`config.mk`:
```
export PLATFORM = sky130hd
export DESIGN_NAME = pidsci_err
export DESIGN_NICKNAME = d
export VERILOG_FILES = /design/src/rtl/pidsci_pkg.sv /design/src/rtl/pidsci_err.sv
export SDC_FILE = /design/constraint.sdc
export NUM_CORES = 1
export LEC_CHECK = 0
export BUFFER_PORTS_ARGS = -buffer_cell sky130_fd_sc_hd__buf_2
export CORE_MARGIN = 2
export CORE_UTILIZATION = 58
export DETAILED_ROUTE_END_ITERATION = 8
export PLACE_DENSITY = 0.83
export SLEW_MARGIN = 20
export SYNTH_ARGS = -nofsm -noshare
export SYNTH_HDL_FRONTEND = slang
export SYNTH_SLANG_ARGS = --single-unit
```
`constraint.sdc`:
```
create_clock -name clk_i -period 11.3 [get_ports clk_i]
set_clock_uncertainty 0.15 [all_clocks]
set_input_delay 0 -clock clk_i [delete_from_list [all_inputs] [get_ports clk_i]]
set_output_delay 0 -clock clk_i [all_outputs]
set_load 0.03 [all_outputs]
```
`src/rtl/pidsci_pkg.sv`:
```
// shared types, reset values and helpers of the pid step block
package pidsci_pkg;

  // default fixed point and drive floor
  localparam int unsigned FracBitsDefault    = 20;
  localparam int unsigned OutputFloorDefault = 8000;

  // register reset values
  localparam logic [15:0] SetpointRst = 16'd0;
  localparam logic [31:0] GainPRst    = 32'd193986560;
  localparam logic [31:0] GainIRst    = 32'd3146;
  localparam logic [31:0] GainDRst    = 32'd419;
  localparam logic [16:0] SepLimitRst = 17'd131071;
  localparam logic [31:0] SumUpperRst = 32'h7FFF_FFFF;
  localparam logic [31:0] SumLowerRst = 32'h8000_0000;
  localparam logic [15:0] OutMaxRst   = 16'hFFFF;

  // register indexes of the configuration port
  typedef enum logic [2:0] {
    RegSetpoint  = 3'd0,
    RegGainP     = 3'd1,
    RegGainI     = 3'd2,
    RegGainD     = 3'd3,
    RegSepLimit  = 3'd4,
    RegSumUpper  = 3'd5,
    RegSumLower  = 3'd6,
    RegOutputMax = 3'd7
  } cfg_reg_e;

  // error stage: current error, integral enable, updated sum, derivative
  typedef struct packed {
    logic [16:0] err;
    logic        used;
    logic [31:0] sum;
    logic [17:0] de;
  } err_stage_t;

  // product stage: the three gain products plus the passed-along fields
  typedef struct packed {
    logic [49:0] prod_p;
    logic [63:0] prod_i;
    logic [50:0] prod_d;
    logic [16:0] err;
    logic        used;
  } prod_stage_t;

  // signed 64-bit add that saturates at the 64-bit limits
  function automatic logic [63:0] sat_add64(input logic [63:0] a, input logic [63:0] b);
    logic [64:0] s;
    s = {a[63], a} + {b[63], b};
    if (s[64] != s[63]) begin
      return s[64] ? {1'b1, 63'b0} : {1'b0, {63{1'b1}}};
    end
    return s[63:0];
  endfunction

endpackage

```
`src/rtl/pidsci_err.sv`:
```
// error forming, integral separation, conditional accumulation and error history
module pidsci_err (
  input  logic                    clk_i,
  input  logic                    rst_ni,
  input  logic                    en_i,
  input  logic                    accept_i,
  input  logic [15:0]             meas_i,
  input  logic [15:0]             setpoint_i,
  input  logic [16:0]             sep_limit_i,
  input  logic [31:0]             sum_upper_i,
  input  logic [31:0]             sum_lower_i,
  output pidsci_pkg::err_stage_t  stage_o
);

  logic signed [31:0] sum_q, sum_d;
  logic signed [16:0] last_q, last_d;
  logic signed [16:0] prev_q, prev_d;
  pidsci_pkg::err_stage_t stage_q, stage_d;

  logic signed [16:0] err;
  logic [16:0]        mag;
  logic               used;
  logic signed [16:0] last_eff;
  logic               above, below, add_en;
  logic signed [32:0] sum_ext;
  logic signed [31:0] sum_sat;
  logic signed [17:0] de;

  // error and its magnitude
  assign err  = {setpoint_i[15], setpoint_i} - {meas_i[15], meas_i};
  assign mag  = err[16] ? 17'(-err) : err;
  assign used = (mag <= sep_limit_i);

  // an empty history takes the current error
  assign last_eff = (last_q == '0) ? err : last_q;

  // accumulate only errors that pull the sum back once at a limit
  assign above = (sum_q >= $signed(sum_upper_i));
  assign below = (sum_q <= $signed(sum_lower_i));
  always_comb begin
    if (above) begin
      add_en = used & err[16];
    end else if (below) begin
      add_en = used & ~err[16] & (err != '0);
    end else begin
      add_en = used;
    end
  end

  // saturating 32-bit accumulate
  assign sum_ext = {sum_q[31], sum_q} + {{16{err[16]}}, err};
  always_comb begin
    if (sum_ext[32] != sum_ext[31]) begin
      sum_sat = sum_ext[32] ? {1'b1, 31'b0} : {1'b0, {31{1'b1}}};
    end else begin
      sum_sat = sum_ext[31:0];
    end
  end

  assign de = {last_eff[16], last_eff} - {prev_q[16], prev_q};

  // state and stage next values
  always_comb begin
    sum_d  = sum_q;
    last_d = last_q;
    prev_d = prev_q;
    if (accept_i) begin
      sum_d  = add_en ? sum_sat : sum_q;
      prev_d = last_eff;
      last_d = err;
    end
    stage_d.err  = err;
    stage_d.used = used;
    stage_d.sum  = add_en ? sum_sat : sum_q;
    stage_d.de   = de;
  end

  // controller state
  always_ff @(posedge clk_i or negedge rst_ni) begin
    if (!rst_ni) begin
      sum_q  <= '0;
      last_q <= '0;
      prev_q <= '0;
    end else begin
      sum_q  <= sum_d;
      last_q <= last_d;
      prev_q <= prev_d;
    end
  end

  // stage register
  always_ff @(posedge clk_i) begin
    if (en_i) begin
      stage_q <= stage_d;
    end
  end

  assign stage_o = stage_q;

endmodule

```
======== Yosys cells after proc, flatten, opt, wreduce, memory -nomap -nowiden ========
Index checks and enable logic that the tools add are counted.
storage, ports and cells
  bits in registers ....................... 134
  input port bits ......................... 117
  output and inout port bits .............. 68
  word-level logic and storage cells ...... 28
cells by class
  add/subtract/negate cells ............... 4
  $lt $le $gt $ge ......................... 3
  equality and inequality tests ........... 1
  mux-type cells .......................... 7
  bitwise logic cells ..................... 4
  reduce and logical (&&, ||, !) cells .... 2
operators by type and width
  cell                 count
  $mux W32             3
  $mux W17             2
  $add A32 B17 Y33     1
  $ge A32 B32 Y1       1
  $le A32 B32 Y1       1
  $sub A17 B17 Y18     1
  $le A17 B17 Y1       1
  $logic_not A17 Y1    1
  $neg A17 Y17         1
  $reduce_bool A17 Y1  1
  $sub A16 B16 Y17     1
  $and A1 B1 Y1        3
  $mux W1              2
  $ne A1 B1 Y1         1
  $not A1 Y1           1

======== Logic depth before layout (Yosys ltp) ========
Gate-level depths: netlist of the first run.
  depth in word-level cells ............... 9
  gate-level depth with buffers ........... 25
  depth with buffers taken out ............ 22

======== Worst setup path after synthesis of the first run ========
OpenSTA, ideal clock, no wires.
  kind .................................... input to register
  start point ............................. input setpoint_i[0]
  end point ............................... register stage_q (netlist bit stage_o[20]), data pin
  setup time .............................. 0.260 ns
  data arrival time ....................... 5.132 ns
  required time ........................... 10.890 ns
  setup slack ............................. 5.757 ns
  stages .................................. 23
  path buffers ............................ 3
  path through ............................ inv_1 > ha_1 > inv_1 > fa_1 > a21o_1 > a221oi_4 > nor3_1 > o31a_1 > o21a_1 > buf_2 > inv_2 > clkbuf_1 > ha_1 > a21oi_1 > o21ai_0 > a21o_1 > a211o_1 > a211oi_1 > xnor2_1 > nand2_1 > clkbuf_1 > o21ai_0 > mux2_4
RTL lines
  what                  line              text
  start, declared       pidsci_err.sv:8   input logic [15:0] setpoint_i,
  end signal, assigned  pidsci_err.sv:94  stage_q <= stage_d;
  end, declared         pidsci_err.sv:18  pidsci_pkg::err_stage_t stage_q, stage_d;

==> impl_metrics.yaml, run 1 <==
power:
  switching_power_uw: 1900
  internal_power_uw: 2300
  switching_share_pct: 45.2
  comb_power_share_pct: 62.4
  power.leakage_uw: 0.00639
  power_density_nw_per_um2: 318
  power_frac_clock_pct: 14.8
  power_frac_seq_pct: 22.9
  ir_drop_mv: 0.149
die:
  die_y_um: 144
  die_w_um: 144
  core_um2: 19300
  rows: 51
  die_area_um2: 20800
  top_level_ports: 185
  start_util_pct: 58.9
worst_setup_path:
  cp_cell_sequence: "buf_2, inv_1, ha_1, inv_1, fa_1, a21o_1, a221oi_4, nor3_1, o31ai_1, nand2_1, xor2_1, nand4b_1, nand2_1, xnor2_1, ha_1, a21o_1, a21o_1, a21oi_1, o211ai_1, o21ai_0, o211ai_1, a211oi_4, buf_4, mux2_2"
  criticalPathCategory: "primary input to flip-flop"
  end_kind: "flip-flop"
  cp_common_cell: "a21o_1"
  critPathMaxFanout: 20
  required_ns: 11.46
  arrival_ns: 6.39
  crit_slowest_cell: "xor2_1"
  max_stage_delay_ns: 0.81
  startpoint_type: "primary input"
logic_synthesis:
  synth_edf_count: 68
  syn_inst: 1197
  ys.warnings.count: 0
  synth.avg_cell_area_um2: 9.51
  synth_fp_nets: 1464
  ys_ff_latch: 134
  seq_area_frac_synth_pct: 32.5
  synth_ff_type: "edfxtp_1"
  synth.distinct_cells: 78
  syn_area_um2: 11400
  async_flop_share_pct: 49.3
placement:
  hpwl_mm: 22.6
  gp_congestion: 0.958
  place_ws_ns: 4.73
  dp.cells: 1620
  io_buffers: 184
route:
  vias: 9736
  initialDrtViolationCount: 815
  drc: 0
  vias_per_cell: 5.89
  drtPass1Iterations: 7
  ant_nets: 0
  drt-wirelength-per-cell_um: 18.2
  routed_wirelength_mm: 30.0
clocking:
  cts_buffers: 17
  cts_buffer_depth: 2
  clkSinkCount: 134
  post_cts_buffers: 0
  cts_tree: "built"
  h-tree-depth: 4
  cts_hold_buf: 1
  clkTransAtPathRegs_ns: 0.06
  clockRootBuffer: "clkbuf_16"
  post_cts_resized: 0
  worstSkewPairLatency_ns: 0.43
sta:
  hold_slack_ns: 0.0232
  hold_viol: 0
  slew_headroom_pct: 26.4
  clock.fmax_mhz: 161
  finalSetupViolCount: 0
  fin_crit_sh_pct: 55.1
  layout_setup_ws_ns: 5.07
  tns_ns: 0
  slew_violations: 0
  rsz0062_at_grt: "false"
  fin_crit_ns: 6.23
  tightest_slew_ns: 1.10
final_layout:
  drive_gt1_share_pct: 21.1
  stdcell_count: 1653
  final_cell_mix: "184 x buf_2, 151 x inv_1, 147 x ha_1"
  final_common_cell: "buf_2"
  antennaDiodeCount: 0
  area_growth_pct: 15.9
  nets: 1642
global_routing:
  grt-ovfl-total: 0
  grt_first_pass_wirelength_mm: 47.3
  grt_max_degree: 69
  grt_use_total_pct: 29.4
  grt_antenna_before_repair: 0
  grt_pass1_vias: 9371
run_status:
  status: "complete, no violations"
min_path:
  hold_path_class: "primary input to flip-flop"
flow_run:
  cap_violations: 0
layout make-up:
type | count | area, um^2
clock buffer | 17 | 425
clock inverter | 15 | 223
fill | 1495 | 6150
inverter | 152 | 571
multi-input combinational | 876 | 6940
sequential | 134 | 3690
tap | 265 | 332
timing repair buffer | 194 | 998
cells by family (layout without fill, tap and decap cells):
family                   count (synthesis)  count (layout)  synth area share, %
flip-flops                             134             134                 32.5
AO/OA/AOI/OAI                          340             340                 19.5
XOR/XNOR                                65              65                 5.07
adder cells (fa/ha/maj)                151             151                 16.8
AND/OR/NAND/NOR                        239             239                 10.9
buffers and inverters                  187             378                 6.64
multiplexers                            81              81                 8.66
flip-flops by register name, summed over array words and instances (netlist names):
register,flops
sum_q,32
stage_o,68
prev_q,17
last_q,17
synthesized netlist by cell type, drive strengths merged (3+ instances only):
cell,count,area share (%)
inv,152,5.0
ha,147,16
a21oi,110,4.9
o21ai,74,3.3
edfxtp,68,18
mux2,68,7.5
dfrtp,66,15
nand2,58,1.9
a21o,54,3.6
nor2,49,1.6
xnor2,47,3.6
nand4,25,1.4
clkbuf,20,0.66
nand3,20,0.88
xor2,18,1.5
nor2b,16,0.88
nor3,16,0.85
o211ai,16,1.1
buf,15,0.97
mux2i,13,1.1
and2,11,0.60
o21a,10,0.66
a211oi,9,0.75
o31ai,9,0.59
a221oi,8,0.82
nor4,8,0.44
o21bai,7,0.46
or3,7,0.38
a211o,6,0.46
and3,6,0.33
or2,6,0.33
a21boi,5,0.33
nand2b,4,0.22
a2111oi,3,0.40
a311oi,3,0.23
a31o,3,0.23
a31oi,3,0.16
fa,3,0.53
nand3b,3,0.20
nor4b,3,0.36
o22ai,3,0.16
or4,3,0.20
critical path: cells and delay by family:
family / cells / cell delay (ns)
AOI/OAI and AO/OA: 10 / 2.97
xor gates and xnor gates: 2 / 0.97
adders and majority gates: 3 / 0.84
buffers and inverters: 4 / 0.64
and+or+nand+nor: 4 / 0.58
muxes: 1 / 0.37
worst paths after layout:
kind                               to  slack (ns)     startpoint  cells past startpoint
max                         sum_q[10]        5.07  setpoint_i[0]                     24
max in group asynchronous   sum_q[12]       10.23         rst_ni                      3
min                         prev_q[8]        0.02       accept_i                      4
min reg2reg                prev_q[15]        0.39     prev_q[15]                      1
max reg2reg                 sum_q[10]        6.53      sum_q[31]                     11
min in group asynchronous  prev_q[10]        0.16         rst_ni                      3
metrics by stage:
step	total power (uW)	utilization, %	cell area [um^2]
finish	4190	68.2	13200
global route	4490	68.2	13200
detailed placement	3530	64.8	12500
floorplan	2930	-	11400
CTS	4170	68.2	13200
global placement	3450	64.8	12500
power groups by stage:
stage	Sequential, uW	Combinational, uW	Clock (uW)
floorplan	1110	1820	0
global route	978	2860	644
finish	959	2610	619
detailed placement	962	2560	0
global placement	956	2500	0
CTS	956	2590	624
per-layer routing:
| layer | vias to the layer above | part of all wire, % | wire length, um | GRT usage, % |
|---|---|---|---|---|
| met5 | - | 0 | 0 | 0 |
| met4 | 0 | 3.0 | 886 | 10.9 |
| met3 | 63 | 7.0 | 2110 | 5.26 |
| met2 | 360 | 46 | 13700 | 47.2 |
| met1 | 4619 | 44 | 13300 | 40.0 |
| li1 | 4694 | - | - | - |
(Power assumes the default switching activity.)
==> run 2, diff against run 1 <==
clock period = 5.97 ns   (was 11.3 ns; I/O delays follow)
==> run 2 against run 1 <==
  * Register-to-register slack got worse by 5.0 ns
  * Flip-flop and latch count stayed put
  * Worst hold slack improved by 0.042 ns
  * Sequential share of layout area fell by 0.19 points
  * Combinational power is 94% higher
  * Global-route usage up 0.29 points
  * Largest cell class unchanged
  * Largest power group unchanged
  * Highest routed layer unchanged
==> impl_metrics.yaml, run 2 (same netlist as run 1, synthesis figures left out) <==
sta:
  tns_ns: 0
  clock.fmax_mhz: 188
  rsz0062_at_grt: "false"
  tightest_slew_ns: 0.954
  fin_crit_ns: 5.31
  fin_crit_sh_pct: 89.0
  slew_headroom_pct: 36.4
  layout_setup_ws_ns: 0.656
  hold_viol: 0
  finalSetupViolCount: 0
  slew_violations: 0
final_layout:
  nets: 1657
  area_growth_pct: 16.7
  final_cell_mix: "184 x buf_2, 151 x inv_1, 147 x ha_1"
  drive_gt1_share_pct: 21.8
  antennaDiodeCount: 0
  final_common_cell: "buf_2"
  largest_reg_flops: 68
  postLayoutCoreUtil_pct: 68.7
placement:
  hpwl_mm: 23.0
  place_ws_ns: 0.295
  io_buffers: 184
  gp_congestion: 0.949
die:
  start_util_pct: 58.9
  die_w_um: 144
  die_y_um: 144
  core_um2: 19300
  rows: 51
  die_area_um2: 20800
  top_level_ports: 185
worst_setup_path:
  arrival_ns: 5.35
  criticalPathCategory: "primary input to flip-flop"
  end_kind: "flip-flop"
  startpoint_type: "primary input"
  crit_slowest_cell: "xor2_1"
  reg2reg_slack_ns: 1.49
  max_stage_delay_ns: 0.48
  cp_common_cell: "a21o_1"
  critPathMaxFanout: 32
  required_ns: 6.01
power:
  power_density_nw_per_um2: 601
  power.leakage_uw: 0.00645
  switching_power_uw: 3620
  power_frac_clock_pct: 13.9
  comb_power_share_pct: 63.4
  power_frac_seq_pct: 22.7
  internal_power_uw: 4360
  ir_drop_mv: 0.306
  switching_share_pct: 45.3
flow_run:
  cap_violations: 0
global_routing:
  grt_pass1_vias: 9411
  grt_max_degree: 69
  grt_antenna_before_repair: 0
  gr-usage-met3_pct: 6.16
  use_met1_pct: 40.6
  use_met2_pct: 46.7
  grt_use_total_pct: 29.7
  busiest_layer: "met2"
  grt_first_pass_wirelength_mm: 47.6
  grt-ovfl-total: 0
route:
  drtPass1Iterations: 6
  routed_wirelength_mm: 30.2
  ant_nets: 0
  drt-wirelength-per-cell_um: 18.1
  vias_per_cell: 5.89
  initialDrtViolationCount: 753
  vias: 9827
  drc: 0
clocking:
  worstSkewPairLatency_ns: 0.44
  cts_buffers: 17
  clkSinkCount: 134
  cts_tree: "built"
  cts_buffer_depth: 2
  clkTransAtPathRegs_ns: 0.06
  clockRootBuffer: "clkbuf_16"
  h-tree-depth: 4
  post_cts_resized: 0
run_status:
  status: "complete, no violations"
min_path:
  hold_path_class: "primary input to flip-flop"
-- run 2: cell types whose count changed in the layout (fill, tap and decap cells not counted) --
| cell | previous run | this run |
|---|---|---|
| bufinv_16 | 5 | 3 |
| inv_6 | 5 | 2 |
| buf_4 | 9 | 23 |
| clkbuf_1 | 0 | 3 |
| clkinv_4 | 0 | 2 |
| buf_12 | 0 | 1 |
| clkinv_1 | 1 | 0 |
| clkbuf_16 | 17 | 18 |
-- run 2: power by group through the flow --
stage,Clock (uW),Sequential (uW),Combinational [uW]
floorplan,0,2100,3450
global placement,0,1810,4850
detailed placement,0,1820,4970
global route,1150,1840,5540
finish,1110,1810,5060
CTS,1110,1810,5020
-- run 2: metrics by stage --
stage          instances  cell area [um^2]  hold slack (ns)  total power, uW
5_1_grt             1668             13300           0.0991             8530
6_report            1668             13300           0.0647             7980
3_3_place_gp        1635             12700            0.106             6660
2_1_floorplan       1197             11400           -0.446             5550
4_1_cts             1668             13300           0.0499             7940
3_5_place_dp        1635             12700            0.125             6790
-- run 2: layout make-up --
| class | instances | area (um^2) |
|---|---|---|
| multi-input combinational | 876 | 6940 |
| fill | 1513 | 6060 |
| sequential | 134 | 3690 |
| timing repair buffer | 209 | 1120 |
| inverter | 152 | 571 |
| clock buffer | 21 | 462 |
| tap | 265 | 332 |
| clock inverter | 11 | 150 |
-- run 2: metal layers --
metal,up-vias,part of all wire (%)
li1,4738,-
met1,4646,45
met2,375,45
met3,68,6.9
met4,0,2.9
met5,-,0
-- run 2: worst paths after layout --
kind / start / end / depth (start not counted)
max: setpoint_i[0] / stage_o[18] / 25
min: accept_i / prev_q[2] / 3
max reg2reg: sum_q[0] / stage_o[28] / 11
min reg2reg: prev_q[15] / prev_q[15] / 1
max in group asynchronous: rst_ni / sum_q[29] / 3
min in group asynchronous: rst_ni / prev_q[10] / 3
-- run 2: worst max-delay path, delay by kind of cell --
family	cells	cell delay [ns]
multiplexers	1	0.37
AO/OA/AOI/OAI	10	2.27
AND/OR/NAND/NOR	4	0.50
XOR/XNOR	2	0.64
buffers and inverters	5	0.76
adder cells (fa/ha/maj)	3	0.81
-- run 2: repair_timing --
action	CTS	global route
hold buffers	1	0
setup buffers	0	0
endpoints found under the hold margin	66	0
