==> config.mk <==
export PLATFORM = sky130hd
export DESIGN_NAME = pidsci_out
export DESIGN_NICKNAME = d
export VERILOG_FILES = /design/src/rtl/pidsci_pkg.sv /design/src/rtl/pidsci_out.sv
export SDC_FILE = /design/constraint.sdc
export NUM_CORES = 1
export LEC_CHECK = 0
export BUFFER_PORTS_ARGS = -buffer_cell sky130_fd_sc_hd__buf_2
export CORE_AREA = 4 4 236 181
export DETAILED_ROUTE_END_ITERATION = 7
export DIE_AREA = 0 0 240 185
export PLACE_DENSITY = 0.58
export SYNTH_ARGS = -nofsm -noshare
export SYNTH_HDL_FRONTEND = slang
export SYNTH_SLANG_ARGS = --single-unit
==> constraint.sdc <==
create_clock -name clk_i -period 9.3 [get_ports clk_i]
set_input_delay 0.93 -clock clk_i [delete_from_list [all_inputs] [get_ports clk_i]]
set_output_delay 0.93 -clock clk_i [all_outputs]
set_load 0.02 [all_outputs]
==> src/rtl/pidsci_pkg.sv <==
// shared types, reset values and helpers of the pid step block
package pidsci_pkg;

  // default fixed point and drive floor
  localparam int unsigned FracBitsDefault    = 20;
  localparam int unsigned OutputFloorDefault = 8000;

  // register reset values
  localparam logic [15:0] SetpointRst = 16'd0;
  localparam logic [31:0] GainPRst    = 32'd193986560;
  localparam logic [31:0] GainIRst    = 32'd3146;
  localparam logic [31:0] GainDRst    = 32'd419;
  localparam logic [16:0] SepLimitRst = 17'd131071;
  localparam logic [31:0] SumUpperRst = 32'h7FFF_FFFF;
  localparam logic [31:0] SumLowerRst = 32'h8000_0000;
  localparam logic [15:0] OutMaxRst   = 16'hFFFF;

  // register indexes of the configuration port
  typedef enum logic [2:0] {
    RegSetpoint  = 3'd0,
    RegGainP     = 3'd1,
    RegGainI     = 3'd2,
    RegGainD     = 3'd3,
    RegSepLimit  = 3'd4,
    RegSumUpper  = 3'd5,
    RegSumLower  = 3'd6,
    RegOutputMax = 3'd7
  } cfg_reg_e;

  // error stage: current error, integral enable, updated sum, derivative
  typedef struct packed {
    logic [16:0] err;
    logic        used;
    logic [31:0] sum;
    logic [17:0] de;
  } err_stage_t;

  // product stage: the three gain products plus the passed-along fields
  typedef struct packed {
    logic [49:0] prod_p;
    logic [63:0] prod_i;
    logic [50:0] prod_d;
    logic [16:0] err;
    logic        used;
  } prod_stage_t;

  // signed 64-bit add that saturates at the 64-bit limits
  function automatic logic [63:0] sat_add64(input logic [63:0] a, input logic [63:0] b);
    logic [64:0] s;
    s = {a[63], a} + {b[63], b};
    if (s[64] != s[63]) begin
      return s[64] ? {1'b1, 63'b0} : {1'b0, {63{1'b1}}};
    end
    return s[63:0];
  endfunction

endpackage

==> src/rtl/pidsci_out.sv <==
// saturating sum of the products, scaling and drive clamp
module pidsci_out #(
  parameter int unsigned FracBits    = pidsci_pkg::FracBitsDefault,
  parameter int unsigned OutputFloor = pidsci_pkg::OutputFloorDefault
) (
  input  logic                     clk_i,
  input  logic                     en_i,
  input  logic [15:0]              output_max_i,
  input  pidsci_pkg::prod_stage_t  stage_i,
  output logic [15:0]              drive_o,
  output logic [16:0]              err_o,
  output logic                     used_o
);

  localparam logic [63:0] FloorWide = 64'(OutputFloor);

  logic [63:0] pi_q, pi_d;
  logic [50:0] d_q;
  logic [16:0] err_q;
  logic        used_q;

  logic [63:0] total;
  logic [63:0] shifted;
  logic [63:0] level;
  logic [15:0] drive_d;
  logic [15:0] drive_q;
  logic [16:0] err_out_q;
  logic        used_out_q;

  // proportional plus integral
  assign pi_d = pidsci_pkg::sat_add64({{14{stage_i.prod_p[49]}}, stage_i.prod_p},
                                      stage_i.prod_i);

  always_ff @(posedge clk_i) begin
    if (en_i) begin
      pi_q   <= pi_d;
      d_q    <= stage_i.prod_d;
      err_q  <= stage_i.err;
      used_q <= stage_i.used;
    end
  end

  // add derivative, scale and clamp: floor first, then maximum
  assign total   = pidsci_pkg::sat_add64(pi_q, {{13{d_q[50]}}, d_q});
  assign shifted = total >> FracBits;
  always_comb begin
    if (total[63]) begin
      level = FloorWide;
    end else if (shifted <= FloorWide) begin
      level = FloorWide;
    end else begin
      level = shifted;
    end
    if (level >= {48'b0, output_max_i}) begin
      drive_d = output_max_i;
    end else begin
      drive_d = level[15:0];
    end
  end

  // result register
  always_ff @(posedge clk_i) begin
    if (en_i) begin
      drive_q    <= drive_d;
      err_out_q  <= err_q;
      used_out_q <= used_q;
    end
  end

  assign drive_o = drive_q;
  assign err_o   = err_out_q;
  assign used_o  = used_out_q;

endmodule

After elaboration in Yosys (flattened, before gate mapping)
Cells that the tools add are included.
{"block": "op_classes", "addsub": 2, "mul": 0, "n_div": 0, "order_cmp": 2, "eq_ne": 2, "shifts": 0, "n_mux": 11, "bitwise_logic": 0, "reduce_logical": 0}
{"op": "64-bit 2-to-1 mux", "n": 6}
{"op": "43-bit 2-to-1 mux", "n": 2}
{"op": "50-bit by 64-bit adder with 65-bit output", "n": 1}
{"op": "64-bit by 51-bit adder with 65-bit output", "n": 1}
{"op": "64-bit by 16-bit greater-or-equal comparator with 1-bit output", "n": 1}
{"op": "44-bit by 13-bit <= comparator with 1-bit output (second input constant)", "n": 1}
{"op": "16-bit 2-to-1 mux", "n": 1}
{"op": "1-bit 2-to-1 mux", "n": 2}
{"op": "1-bit != test", "n": 2}
{"block": "totals", "reg_bits": 167, "latchBits": 0, "ram_bits": 0, "rom_bits": 0, "in_bits": 201, "mem_count": 0}

Longest topological paths before layout
Gate-level depths: netlist (run 1).
{"block": "logic_depth", "depth_word": 9, "ltp_mapped": 38, "ltp_nobuf": 36}

Least setup slack after synthesis (run 1)
No wires, ideal clock.
{"block": "synth_path", "path_kind": "register to register", "start": "register d_q[50]", "end": "register drive_q[10], in the netlist drive_o[10] (data pin)", "setup_time_ns": 0.262, "t_arrival_ns": 7.944, "t_required_ns": 9.038, "path_slack_ns": 1.094, "path_stages_with_launch": 36, "period_less_slack_ns": 8.206, "path_cell_list": "edfxtp_1 -> ha_1 -> buf_2 -> and4_1 -> nand3_1 -> or4_1 -> nor4_1 -> a31oi_1 -> xnor2_1 -> ha_1 -> inv_1 -> o311ai_0 -> or4_1 -> nor3_1 -> nand4b_1 -> or4_1 -> or4_1 -> nor4_1 -> and3_1 -> a31o_4 -> a21oi_1 -> buf_2 -> nor2b_1 -> ha_1 -> a21oi_1 -> nor2b_1 -> o21ai_0 -> nand2b_1 -> a21oi_1 -> nor2b_1 -> o21ai_0 -> a2111oi_0 -> a211oi_1 -> nand4_2 -> buf_6 -> a2bb2oi_1"}
{"block": "synth_between", "elab_chain_cells": 9}
{"element": "start, declared", "line": "pidsci_out.sv:18", "text": "logic [50:0] d_q;"}
{"element": "start signal, assigned", "line": "pidsci_out.sv:37", "text": "d_q <= stage_i.prod_d;"}
{"element": "64-bit by 51-bit adder with 65-bit output *", "line": "pidsci_pkg.sv:50", "text": "s = {a[63], a} + {b[63], b};"}
{"element": "64-bit 2-to-1 mux or 1-bit != test (tied branches)", "line": "pidsci_pkg.sv:52, pidsci_pkg.sv:51"}
{"element": "64-bit 2-to-1 mux or 1-bit 2-to-1 mux (tied branches)", "line": "pidsci_pkg.sv:51", "text": "if (s[64] != s[63]) begin"}
{"element": "64-bit 2-to-1 mux *", "line": "pidsci_pkg.sv:54", "text": "return s[63:0];"}
{"element": "44-bit by 13-bit <= comparator with 1-bit output", "line": "pidsci_out.sv:49", "text": "end else if (shifted <= FloorWide) begin"}
{"element": "43-bit 2-to-1 mux", "line": "pidsci_out.sv:49"}
{"element": "43-bit 2-to-1 mux *", "line": "pidsci_out.sv:47", "text": "if (total[63]) begin"}
{"element": "64-bit by 16-bit greater-or-equal comparator with 1-bit output", "line": "pidsci_out.sv:54", "text": "if (level >= {48'b0, output_max_i}) begin"}
{"element": "16-bit 2-to-1 mux *", "line": "pidsci_out.sv:54"}
{"element": "named net drive_d[10]", "line": "pidsci_out.sv:25", "text": "logic [15:0] drive_d;"}
{"element": "end signal, assigned", "line": "pidsci_out.sv:64", "text": "drive_q <= drive_d;"}
{"element": "end, declared", "line": "pidsci_out.sv:26", "text": "logic [15:0] drive_q;"}
The timed path passes the listed nets; every way through them passes the cells marked *. The select of a mux whose other input is x is not followed.
A chain may end at the register's enable or synchronous reset.

Worst setup path after layout (run 1)
{"block": "layout_path", "start": "register d_q[50]", "end": "register drive_q[1], in the netlist drive_o[1] (data pin)"}
The elaborated chain is that of the path after synthesis.

==> results of run 1 <==
[per-stage QoR]
| step | setup slack (ns) | power (mW) |
|---|---|---|
| 2_1_floorplan | 1.09 | 2.44 |
| 3_3_place_gp | 0.703 | 3.04 |
| 3_5_place_dp | 0.476 | 3.04 |
| 4_1_cts | 0.413 | 3.71 |
| 5_1_grt | 0.0929 | 4.02 |
| 6_report | 0.767 | 3.73 |
[cell usage after synthesis (4+ instances only)]
library cell,count,share of area
o21ai_0,119,0.043
nand2_1,120,0.032
a21oi_1,171,0.061
and2_1,5,0.0022
o211ai_1,17,0.0091
o221ai_1,5,0.0031
o31ai_1,15,0.0081
a2bb2oi_1,8,0.0050
a211oi_1,10,0.0054
or3_1,8,0.0036
nand3_1,31,0.011
xor2_1,42,0.026
xnor2_1,45,0.028
ha_1,145,0.13
or2_2,5,0.0022
a221oi_1,7,0.0044
o2bb2ai_2,7,0.0075
o21bai_1,16,0.0086
clkbuf_1,53,0.014
and3_1,16,0.0072
nand2b_1,23,0.010
maj3_1,8,0.0057
nor2_1,110,0.030
nor2b_1,21,0.0094
nor3_1,25,0.0089
inv_1,54,0.014
o41ai_1,4,0.0025
o21a_1,25,0.013
a41oi_1,5,0.0031
nand4_1,50,0.022
o21ai_1,9,0.0032
a31oi_1,15,0.0067
or4_1,6,0.0032
buf_2,9,0.0032
a2111oi_0,6,0.0038
a21o_1,58,0.031
a21boi_0,5,0.0027
nor4_1,14,0.0063
edfxtp_1,167,0.36
o2bb2ai_1,4,0.0025
[layer usage]
metal	part of all wire	wire [um]	GRT usage	vias up
met1	0.51	22800	0.302	6013
met3	0.074	3290	0.0429	46
met2	0.40	18000	0.278	426
met5	0.00076	34	0	-
met4	0.012	519	0.0346	6
li1	-	-	-	6266
[cell type report]
class	count	area, um2	share of cell area
Clock buffer	17	425	0.0261
Sequential cell	167	5010	0.308
Clock inverter	15	118	0.00722
Tap cell	528	661	0.0406
Timing Repair Buffer	253	1320	0.0811
Inverter	54	203	0.0124
Multi-Input combinational cell	1244	8540	0.525
[timing repair]
item	in CTS	in global routing
endpoints found under the setup margin	0	16
resized for setup	0	12
hold endpoints to repair	0	0
setup buffers	0	2
[path summary, 6_finish.rpt]
path                 to  depth (start not counted)
min           err_o[15]                          0
max          drive_o[1]                         35
min reg2reg   err_o[15]                          0
max reg2reg  drive_o[1]                         35
[sequential cells by signal, indices dropped and copies added (netlist names)]
register / flops
err_q: 17
used_q: 1
d_q: 51
used_o: 1
err_o: 17
drive_o: 16
pi_q: 64
[power by group]
part           leakage [nW]  internal (mW)  switching (mW)
clock                 0.267          0.347           0.308
combinational          4.80          0.747            1.28
sequential             1.64           1.01          0.0488
total                  6.71           2.10            1.63
[cells in the final DEF (no fill, tap or decap), types with 25 or more instances in the layout]
master    instances
buf_2           233
a21oi_1         167
edfxtp_1        167
ha_1            142
nand2_1         120
o21ai_0         119
nor2_1          109
a21o_1           58
inv_1            54
nand4_1          50
xnor2_1          44
xor2_1           42
nand3_1          31
o21a_1           25
nor3_1           25
[cell families after synthesis]
kind of cell,after synthesis,share of synthesized area
AOI/OAI and AO/OA,553,0.257
and+or+nand+nor,447,0.157
DFF,167,0.358
adders and majority gates,154,0.137
buffers and inverters,120,0.0346
xor gates and xnor gates,87,0.0545
muxes,3,0.00233
==> metrics.log, run 1 <==
[metrics] antenna cells: 0
[metrics] Yosys warning total: 0
[metrics] average wire length per cell after detail routing: 19.6 um
[metrics] sequential-to-total area share from yosys stat: 0.358
[metrics] violation count after the first detailed-routing iteration: 911
[metrics] highest clock rate: 117 MHz
[metrics] antenna violations before repair: 3
[metrics] Post-Layout Cell Count: 2278
[metrics] standard-cell row count: 64
[metrics] Hold-fix buffers, CTS: 0
[metrics] Layout area overhead: 16.4%
[metrics] highest-delay cell along the critical path: or4_1
[metrics] final-stage net count: 2084
[metrics] hold wc startpoint: err_q[15]
[metrics] number of setup violations in the final report: 0
[metrics] start point of the critical path: d_q[50]
[metrics] antenna-violating nets left: 0
[metrics] setup TNS: 0 ns
[metrics] arrival time at the worst endpoint: 8.81 ns
[metrics] routability congestion estimate: 0.963
[metrics] dominant register cell in the synthesized netlist: edfxtp_1
[metrics] Period minus WS final: 8.53 ns
[metrics] worst setup skew after layout: 0.0115 ns
[metrics] final slew viol count: 0
[metrics] placed cell count: 2244
[metrics] core box area: 40400 um2
[metrics] HPWL after DPL: 36900 um
[metrics] filler cell count in the final layout: 4070
[metrics] number of iterations in the first detailed-routing pass: 7
[metrics] share of async-settable or async-resettable flops after synthesis: 0
[metrics] Post-Synthesis Net Count: 1878
[metrics] DRT Wirelength: 44600 um
[metrics] final instance area: 16300 um2
[metrics] worst voltage drop across the vdd grid: 0.131 mV
[metrics] number of H-tree branching levels: 4
[metrics] Crit path largest cell delay: 0.58 ns
[metrics] final hold violation count: 0
[metrics] clock tree from TritonCTS: done
[metrics] Buf/Inv on CP: 3
[metrics] gate count after technology mapping: 1531
[metrics] overall overflow remaining after global route: 0
[metrics] ratio of final minimum period to clock period: 0.918
[metrics] maximum buffer depth of the clock tree: 2
[metrics] post-CTS clock slew at the launch and capture registers of the worst setup and hold paths: 0.07 ns
[metrics] total vias in the final route: 12757
[metrics] first-pass GRT wire length: 68400 um
[metrics] effective utilization at floorplan: 0.347
[metrics] Final Core Density: 0.403
[metrics] number of violations of the max-capacitance limit: 0
[metrics] Residual DRC: 0
[metrics] path category of the worst min-delay check: reg -> reg
[metrics] sort of element at the end of the critical path: flop
[metrics] number of global-route vias before repair: 12134
[metrics] result of the run: complete, no violations
[metrics] gr usage total: 0.195
[metrics] cell at the root of the clock tree: clkbuf_16
[metrics] pin count of the biggest net entering global routing: 92
[metrics] mean area per synthesized cell: 9.14 um2
[metrics] type of element launching the critical path: flop
[metrics] Pleak: 6.71 nW
[metrics] kind of critical path: reg -> reg
[metrics] actual transition at the worst max-transition pin: 1.34 ns
[metrics] worst hold slack: 0.415 ns
[metrics] RSZ-0062 raised after global routing: no
[metrics] maximum net fanout on the critical path: 11
[metrics] number of top-level design ports: 235
[metrics] share of final-layout standard cells stronger than drive strength 1: 0.186
[metrics] TritonCTS Buffers: 17
[metrics] post-synthesis register bit count: 167
[metrics] Placed Area: 15700 um2
[metrics] clock sinks: 167
[metrics] area enclosed by the die boundary: 44400 um2
[metrics] Critical R2R Launch: d_q[50]
[metrics] height of the die: 185 um
[metrics] clock latency at the later pin of the worst-skew pair: 0.43 ns
[metrics] Register-to-Register Setup Slack: 0.77 ns
[metrics] Required @ worst endpoint: 9.58 ns
[metrics] count of input and output buffers: 234
[metrics] cell area power density: 229 nW/um2
[metrics] vias per inst: 5.60
[metrics] max_slew headroom: 0.0828
[metrics] cell with the most instances on the worst path: or4_1
[metrics] area of the mapped netlist: 14000 um2
[metrics] number of distinct library cell variants in the gate-level netlist after synthesis: 77
[metrics] count of flip-flops with a built-in enable after synthesis: 167
[metrics] overall die width: 240 um
[metrics] gate family responsible for the most delay along the worst path: simple AND/OR/NAND/NOR gates
Note: power is estimated with default switching activity, not from simulation.
==> run 2: changes to the inputs <==
==> constraint.sdc (replaced) <==
create_clock -name clk_i -period 7.9 [get_ports clk_i]
set_input_delay 0.79 -clock clk_i [delete_from_list [all_inputs] [get_ports clk_i]]
set_output_delay 0.79 -clock clk_i [all_outputs]
set_load 0.02 [all_outputs]
==> run 2 against run 1 <==
  * Cell area up 9.9%
  * Critical path depth increased by 1
  * Routed wire length rose by 1.6%
  * Die area did not move
  * Clock skew rose by 0.0091 ns
  * Hold slack got worse by 0.0049 ns
  * Sequential share of layout area down 2.8 points
  * Sequential power up 19%
  * First-iteration DRC count grew 12%
  * Setup slack worse by 0.46 ns
  * Cell count rose by 6.6%
  * Critical path type unchanged
  * Highest routed layer is now met4
==> metrics.log, run 2 (same netlist as run 1, synthesis figures left out) <==
[metrics] RSZ-0062 raised after global routing: yes
[metrics] type of element launching the critical path: flop
[metrics] number of setup violations in the final report: 0 (unchanged)
[metrics] final hold violation count: 0 (unchanged)
[metrics] height of the die: 185 um (unchanged)
[metrics] highest-delay cell along the critical path: edfxtp_1
[metrics] overall overflow remaining after global route: 0 (unchanged)
[metrics] number of top-level design ports: 235 (unchanged)
[metrics] first-pass GRT wire length: 68900 um (+0.70%)
[metrics] result of the run: complete, no violations
[metrics] arrival time at the worst endpoint: 7.82 ns (-0.99 ns)
[metrics] placed cell count: 2377 (+5.9%)
[metrics] r2r worst-path depth: 36 (+2.9%)
[metrics] most common library cell in the layout ignoring fill and taps: buf_2
[metrics] max_slew headroom: 0.374 (+0.291)
[metrics] maximum buffer depth of the clock tree: 2 (unchanged)
[metrics] core box area: 40400 um2 (unchanged)
[metrics] final slew viol count: 0 (unchanged)
[metrics] maximum net fanout on the critical path: 8 (-3)
[metrics] number of iterations in the first detailed-routing pass: 5 (-2)
[metrics] Residual DRC: 0 (unchanged)
[metrics] Layout area overhead: 27.9%
[metrics] cell area power density: 279 nW/um2 (+22%)
[metrics] setup slack at placement: -0.461 ns (-0.938 ns)
[metrics] gr usage total: 0.197 (+0.00232)
[metrics] kind of critical path: reg -> reg
[metrics] RR Endpoint: drive_o[14]
[metrics] TritonCTS Buffers: 17 (unchanged)
[metrics] actual transition at the worst max-transition pin: 0.939 ns (-0.402 ns)
[metrics] clock latency at the later pin of the worst-skew pair: 0.47 ns (+0.04 ns)
[metrics] count of input and output buffers: 234 (unchanged)
[metrics] Register-to-Register Setup Slack: 0.30 ns (-0.46 ns)
[metrics] DRT Wirelength: 45300 um (+1.6%)
[metrics] Pleak: 7.52 nW (+12%)
[metrics] pin count of the biggest net entering global routing: 104 (+13%)
[metrics] number of H-tree branching levels: 4 (unchanged)
[metrics] standard-cell row count: 64 (unchanged)
[metrics] most used cells in the layout excluding fill and tap cells: buf_2 (233), edfxtp_1 (167), buf_4 (166)
[metrics] worst setup skew after layout: 0.0205 ns (+0.00908 ns)
[metrics] antenna-violating nets left: 0 (unchanged)
[metrics] Required @ worst endpoint: 8.12 ns (-1.46 ns)
[metrics] clock tree from TritonCTS: done
[metrics] Crit path largest cell delay: 0.65 ns (+0.07 ns)
[metrics] worst hold slack: 0.411 ns (-0.00488 ns)
[metrics] worst-case setup margin in the final layout: 0.302 ns (-0.465 ns)
[metrics] path category of the worst min-delay check: reg -> reg
[metrics] post-CTS clock slew at the launch and capture registers of the worst setup and hold paths: 0.07 ns (about the same)
[metrics] Critical R2R Launch: d_q[50]
[metrics] largest reg by FF count: pi_q
[metrics] Regs by FF count: pi_q (64), d_q (51)
[metrics] highest clock rate: 132 MHz (+12%)
[metrics] antenna violations before repair: 1 (-2)
[metrics] max FFs per register: 64 (unchanged)
[metrics] final-stage net count: 2235 (+7.2%)
[metrics] routability congestion estimate: 0.939 (-2.5%)
[metrics] number of global-route vias before repair: 12621 (+4.0%)
[metrics] ratio of final minimum period to clock period: 0.962 (+0.0442)
[metrics] start point of the critical path: d_q[50]
[metrics] effective utilization at floorplan: 0.347 (unchanged)
[metrics] share of final-layout standard cells stronger than drive strength 1: 0.272 (+0.0868)
[metrics] worst voltage drop across the vdd grid: 0.164 mV (+25%)
[metrics] violation count after the first detailed-routing iteration: 1024 (+12%)
[metrics] vias per inst: 5.50 (-1.7%)
[metrics] average wire length per cell after detail routing: 18.7 um (-4.7%)
[metrics] Post-Layout Cell Count: 2429 (+6.6%)
[metrics] antenna cells: 0 (unchanged)
[metrics] Period minus WS final: 7.60 ns (-0.935 ns)
[metrics] area enclosed by the die boundary: 44400 um2 (unchanged)
[metrics] clock sinks: 167 (unchanged)
[metrics] number of violations of the max-capacitance limit: 0 (unchanged)
[metrics] capturing instance or port of the critical path: drive_o[14]
[metrics] Overall Power: 4.99 mW (+34%)
[metrics] HPWL after DPL: 37400 um (+1.5%)
[metrics] sort of element at the end of the critical path: flop
[metrics] cell at the root of the clock tree: clkbuf_16
[metrics] overall die width: 240 um (unchanged)
[metrics] total vias in the final route: 13371 (+4.8%)
## run 2: cell count changes in the layout (fill, tap and decap cells not counted), moves of 3 or more
| cell | before | now |
|---|---|---|
| a21oi_2 | 4 | 8 |
| ha_2 | 3 | 0 |
| o21ai_1 | 9 | 13 |
| buf_4 | 19 | 166 |
| ha_1 | 142 | 129 |
| ha_4 | 0 | 16 |
| bufinv_16 | 0 | 4 |
| a21oi_1 | 167 | 161 |
| o21ai_0 | 119 | 113 |
## run 2: how the worst min path moves through the flow
stage               from   endpoint  cells after the start
2_1_floorplan   err_q[0]   err_o[0]                      0
3_3_place_gp   err_q[12]  err_o[12]                      0
3_5_place_dp   err_q[11]  err_o[11]                      0
4_1_cts        err_q[11]  err_o[11]                      0
5_1_grt         err_q[8]   err_o[8]                      0
6_report        err_q[6]   err_o[6]                      0
## run 2: critical path: cells and delay by family, from the launching register on
family	cells	cell delay, ns
simple gates	14	3.01
compound gates	13	1.76
fa+ha+maj	3	0.91
buf+inv	5	0.77
flops	1	0.65
xor+xnor	1	0.22
## run 2: through the flow
step           cell area, um2   util  setup TNS (ns)
2_1_floorplan           14000      -               0
3_3_place_gp            16700  0.414           -2.98
3_5_place_dp            16700  0.414           -6.49
4_1_cts                 17500  0.433               0
5_1_grt                 17900  0.443           -1.90
6_report                17900  0.443               0
## run 2: routing by layer
metal,share of wire,global-route usage
met3,0.064,0.0363
met1,0.51,0.306
met2,0.42,0.287
met5,0,0
met4,0.011,0.0351
## run 2: what timing repair did
action | CTS | global route
gates cloned | 0 | 0
setup buffers | 12 | 9
gates resized for setup | 12 | 57
setup endpoints to repair | 16 | 16
pin swaps | 14 | 43
hold buffers | 0 | 0
## run 2: cell type report
type | count | area [um2]
fillers | 4000 | 22500
multi-input cells | 1244 | 8890
flip-flops and latches | 167 | 5010
repair buffers | 404 | 2490
well taps | 528 | 661
clock buffers | 17 | 425
clock inverters | 15 | 213
inverters | 54 | 203
## run 2: power by group
group          internal, mW  leakage (nW)  switching, mW
logic                  1.22          5.57           1.61
registers              1.18          1.64         0.0670
clock network         0.536         0.309          0.370
total                  2.94          7.52           2.05
